==> config.mk <==
export PLATFORM = sky130hd
export DESIGN_NAME = kpsr_front
export DESIGN_NICKNAME = d
export VERILOG_FILES = /design/src/rtl/kpsr_front.sv
export SDC_FILE = /design/constraint.sdc
export NUM_CORES = 1
export LEC_CHECK = 0
export BUFFER_PORTS_ARGS = -buffer_cell sky130_fd_sc_hd__buf_2
export CAP_MARGIN = 20
export CORE_MARGIN = 3
export CORE_UTILIZATION = 44
export CTS_BUF_LIST = sky130_fd_sc_hd__clkbuf_2
export DETAILED_ROUTE_END_ITERATION = 16
export GPL_TIMING_DRIVEN = 0
export HOLD_SLACK_MARGIN = 0.06
export PLACE_DENSITY_LB_ADDON = 0.2
export SETUP_SLACK_MARGIN = 0.15
export SLEW_MARGIN = 20
export SYNTH_ARGS = -nofsm -noshare
export SYNTH_HDL_FRONTEND = slang
export SYNTH_SLANG_ARGS = --single-unit
export TNS_END_PERCENT = 10
==> constraint.sdc <==
create_clock -name clk -period 3.6 [get_ports clk]
set_input_delay 0 -clock clk [delete_from_list [all_inputs] [get_ports clk]]
set_output_delay 0 -clock clk [all_outputs]
set_load 0.005 [all_outputs]
==> src/rtl/kpsr_front.sv <==
// kpsr_front: accepts words and holds them in a small two-entry queue
// no dependencies
`default_nettype none
module kpsr_front #(
	parameter int unsigned QW = 44
) (
	input wire logic clk,
	input wire logic arst_n,
	input wire logic in_valid,
	output logic in_ready,
	input wire logic [QW-1:0] in_word,
	output logic q_valid,
	input wire logic q_pop,
	output logic [QW-1:0] q_word
);
	// two-entry queue
	logic [QW-1:0] mem_q [2];
	logic wr_ptr_q, rd_ptr_q;
	logic [1:0] cnt_q;
	logic push;

	assign in_ready = (cnt_q != 2'd2);
	assign push = in_valid && in_ready;
	assign q_valid = (cnt_q != 2'd0);
	assign q_word = mem_q[rd_ptr_q];

	always_ff @(posedge clk) begin
		if (push)
			mem_q[wr_ptr_q] <= in_word;
	end

	always_ff @(posedge clk or negedge arst_n) begin
		if (!arst_n) begin
			wr_ptr_q <= 1'b0;
			rd_ptr_q <= 1'b0;
			cnt_q <= 2'd0;
		end else begin
			if (push)
				wr_ptr_q <= ~wr_ptr_q;
			if (q_pop && q_valid)
				rd_ptr_q <= ~rd_ptr_q;
			cnt_q <= cnt_q + {1'b0, push} - {1'b0, q_pop && q_valid};
		end
	end

`ifndef SYNTH
	a_no_over: assert property (@(posedge clk) disable iff (!arst_n)
		cnt_q == 2'd2 |-> !push) else $error("queue overflow");
	a_no_under: assert property (@(posedge clk) disable iff (!arst_n)
		q_pop |-> q_valid) else $error("pop from empty queue");
	a_cnt_ok: assert property (@(posedge clk) disable iff (!arst_n)
		cnt_q != 2'd3) else $error("queue count broken");
`endif
endmodule
`default_nettype wire

==> impl_metrics.py <==
metrics = {
    "route": {
        "wl_per_cell_um": 15.2,
        "ant_nets": 0,
        "drtIter0Drc": 36,
        "drtPass1Iterations": 4,
        "via_per_inst": 4.56,
        "vias": 1897,
        "drc": 0,
        "drt_wl_total_mm": 6.31,
    },
    "layout": {
        "nNetsFinal": 359,
        "ff_latch_area_mm2": 0.00274,
        "drive_gt1_share_pct": 52.2,
        "multi_input_area_um2": 746,
        "fillCellCount": 599,
        "layout-area-overhead-vs-synth_pct": 35.6,
        "n_antenna_cell": 0,
    },
    "synthesis": {
        "synth_area_leaders": "edfxtp_1, mux2_4, dfrtp_1",
        "yosys-top-cells-count": "edfxtp_1, mux2_4, buf_6, mux2_2, dfrtp_1",
        "yosysTopAreaCellShare_pct": 74.7,
        "yosysTopAreaCell": "edfxtp_1",
        "yosys_warnings": 0,
        "yosysUniqueCellTypes": 15,
        "ys_seq_area_share_pct": 77.5,
        "synth-edff-count": 88,
        "synth_area_per_cell_um2": 23.0,
        "syn_area_mm2": 0.00354,
        "yosysMostFrequentCell": "edfxtp_1",
        "async_flop_share_pct": 4.35,
        "syn_nets": 204,
        "synth-main-ff-cell": "edfxtp_1",
        "synth_seq_cells": 92,
        "synthCells": 154,
    },
    "sta": {
        "skew_ps": 37.6,
        "worst_pin_slew_ps": 624,
        "fin_crit_sh_pct": 48.4,
        "fmaxAchievable_ghz": 0.574,
        "fin_hold_ws_ps": 175,
        "hold_viol": 0,
        "slew_violations": 0,
        "period_needed_ps": 1740,
        "slew_headroom_pct": 58.4,
        "setup_viol": 0,
        "layout_setup_ws_ps": 1860,
        "rsz0062_at_grt": "no",
    },
    "setup_path": {
        "cp-end-kind": "register",
        "start_kind": "register",
        "critical_path_arrival_ps": 2160,
        "r2r_cells": 7,
        "crit_required_ps": 4020,
        "crit_type": "register to register",
        "worstPathMaxFanout": 3,
    },
    "die": {
        "num_rows": 32,
        "dieArea_mm2": 0.00916,
        "die-height_um": 95.7,
        "start_util_pct": 45.6,
        "pin_count": 94,
        "fp.dieW_um": 95.7,
        "coreArea_mm2": 0.00777,
    },
    "place": {
        "globalplace.congestion": 0.640,
        "hpwl_mm": 4.22,
        "numPortBuffers": 93,
        "place_ws_ps": 1880,
    },
    "clock_tree": {
        "cts_setup_buffers": 0,
        "h-tree-depth": 3,
        "cts_tree": "yes",
        "clock_sinks": 92,
        "cts_resized": 0,
        "numCtsBuffers": 9,
        "cts_hold_buf": 48,
        "clk_latency_ps": 520,
        "clockBufferDepth": 2,
        "clock-root-buffer": "clkbuf_2",
        "clkTransAtPathRegs_ps": 260,
    },
    "global_route": {
        "grt_max_degree": 24,
        "grt.overflow.total": 0,
        "grtUsageTotal_pct": 14.2,
        "antenna_found_initial": 0,
        "grt_pass1_wl_mm": 9.67,
        "grt_pass1_vias": 2113,
    },
    "pwr": {
        "combPwrFrac_pct": 38.9,
        "power_frac_seq_pct": 47.7,
        "p_int_uw": 2270,
        "power_frac_clock_pct": 13.4,
        "total_leakage_power_uw": 0.00195,
        "vdd_drop_max_uv": 589,
        "switchingPower_uw": 932,
        "p_per_area_mw_per_mm2": 668,
        "total_power_uw": 3210,
        "swShare_pct": 29.1,
    },
    "status": {
        "status": "complete, no violations",
    },
    "min_path": {
        "whs_path_depth": 2,
        "hold_path.class": "input pin to register",
    },
    "job": {
        "drv_cap": 0,
    },
}
==> final timing paths <==
kind	start	end	slack [ps]
min reg2reg	cnt_q[0]$_DFF_PN0_	cnt_q[0]$_DFF_PN0_	580
max	cnt_q[1]$_DFF_PN0_	cnt_q[1]$_DFF_PN0_	1860
min	in_word[24]	mem_q[0][24]$_DFFE_PP_	180
max in group asynchronous	arst_n	cnt_q[1]$_DFF_PN0_	3040
max reg2reg	cnt_q[1]$_DFF_PN0_	cnt_q[1]$_DFF_PN0_	1860
min in group asynchronous	arst_n	wr_ptr_q$_DFFE_PN0N_	350
==> cell families (layout without fill, tap and decap cells) <==
| kind of cell | count (synthesis) | after routing | share of synthesized area [%] |
|---|---|---|---|
| buffers and inverters | 6 | 166 | 1.70 |
| flip-flops | 92 | 92 | 77.5 |
| multiplexers | 44 | 44 | 18.1 |
| adder cells (fa/ha/maj) | 2 | 2 | 0.707 |
| XOR/XNOR | 4 | 4 | 0.990 |
| AND/OR/NAND/NOR | 6 | 6 | 0.990 |
==> metal layers <==
layer,global-route usage (%),part of all wire (%)
met5,0,0
met4,6.04,1.9
met3,2.89,5.0
met2,26.4,54
met1,15.5,39
==> sequential cells by signal, summed over array words and instances, names as in the netlist <==
signal / count
wr_ptr_q: 1
mem_q: 88
rd_ptr_q: 1
cnt_q: 2
==> power groups by stage <==
stage          clock network [uW]  registers, uW  logic [uW]
2_1_floorplan                   0           1550         764
3_3_place_gp                    0           1560        1140
3_5_place_dp                    0           1560        1240
4_1_cts                       451           1530        1280
5_1_grt                       489           1550        1350
6_report                      430           1530        1250
==> final cells by class <==
| cell class | count | share of cell area (%) |
|---|---|---|
| Inverter | 1 | 0.0782 |
| Clock inverter | 5 | 0.808 |
| Buffer | 5 | 1.17 |
| Sequential cell | 92 | 57.2 |
| Clock buffer | 11 | 1.15 |
| Multi-Input combinational cell | 56 | 15.5 |
| Tap cell | 102 | 2.66 |
| Timing Repair Buffer | 144 | 21.4 |
==> cells in the final DEF, fill, tap and decap left out <==
| cell | count |
|---|---|
| clkinvlp_4 | 1 |
| nand2b_1 | 1 |
| mux2_4 | 39 |
| xor2_1 | 1 |
| xnor2_1 | 3 |
| and3_2 | 1 |
| clkbuf_2 | 11 |
| buf_16 | 3 |
| and2_4 | 1 |
| nor2_4 | 1 |
| mux2_2 | 5 |
| inv_1 | 1 |
| buf_2 | 93 |
| buf_6 | 5 |
| or2_1 | 1 |
| dlygate4sd3_1 | 48 |
| dfrtp_1 | 4 |
| clkinv_2 | 1 |
| nand2_1 | 1 |
| ha_1 | 2 |
| clkinv_4 | 3 |
| edfxtp_1 | 88 |
==> through the flow <==
stage | util, % | area, um^2 | cells | setup TNS, ps
global placement | 53.2 | 4130 | 349 | -19540
global route | 61.8 | 4800 | 416 | 0
CTS | 61.8 | 4800 | 416 | 0
detailed placement | 54.4 | 4220 | 352 | 0
finish | 61.8 | 4800 | 416 | 0
floorplan | - | 3540 | 154 | 0
==> critical path, cell delays in order, from the launching register on <==
cell	delay, ps
dfrtp_1	460
or2_1	260
and2_4	170
ha_1	260
inv_1	40
ha_1	180
xnor2_1	160
xnor2_1	140
Power figures use the tool's default switching activity.
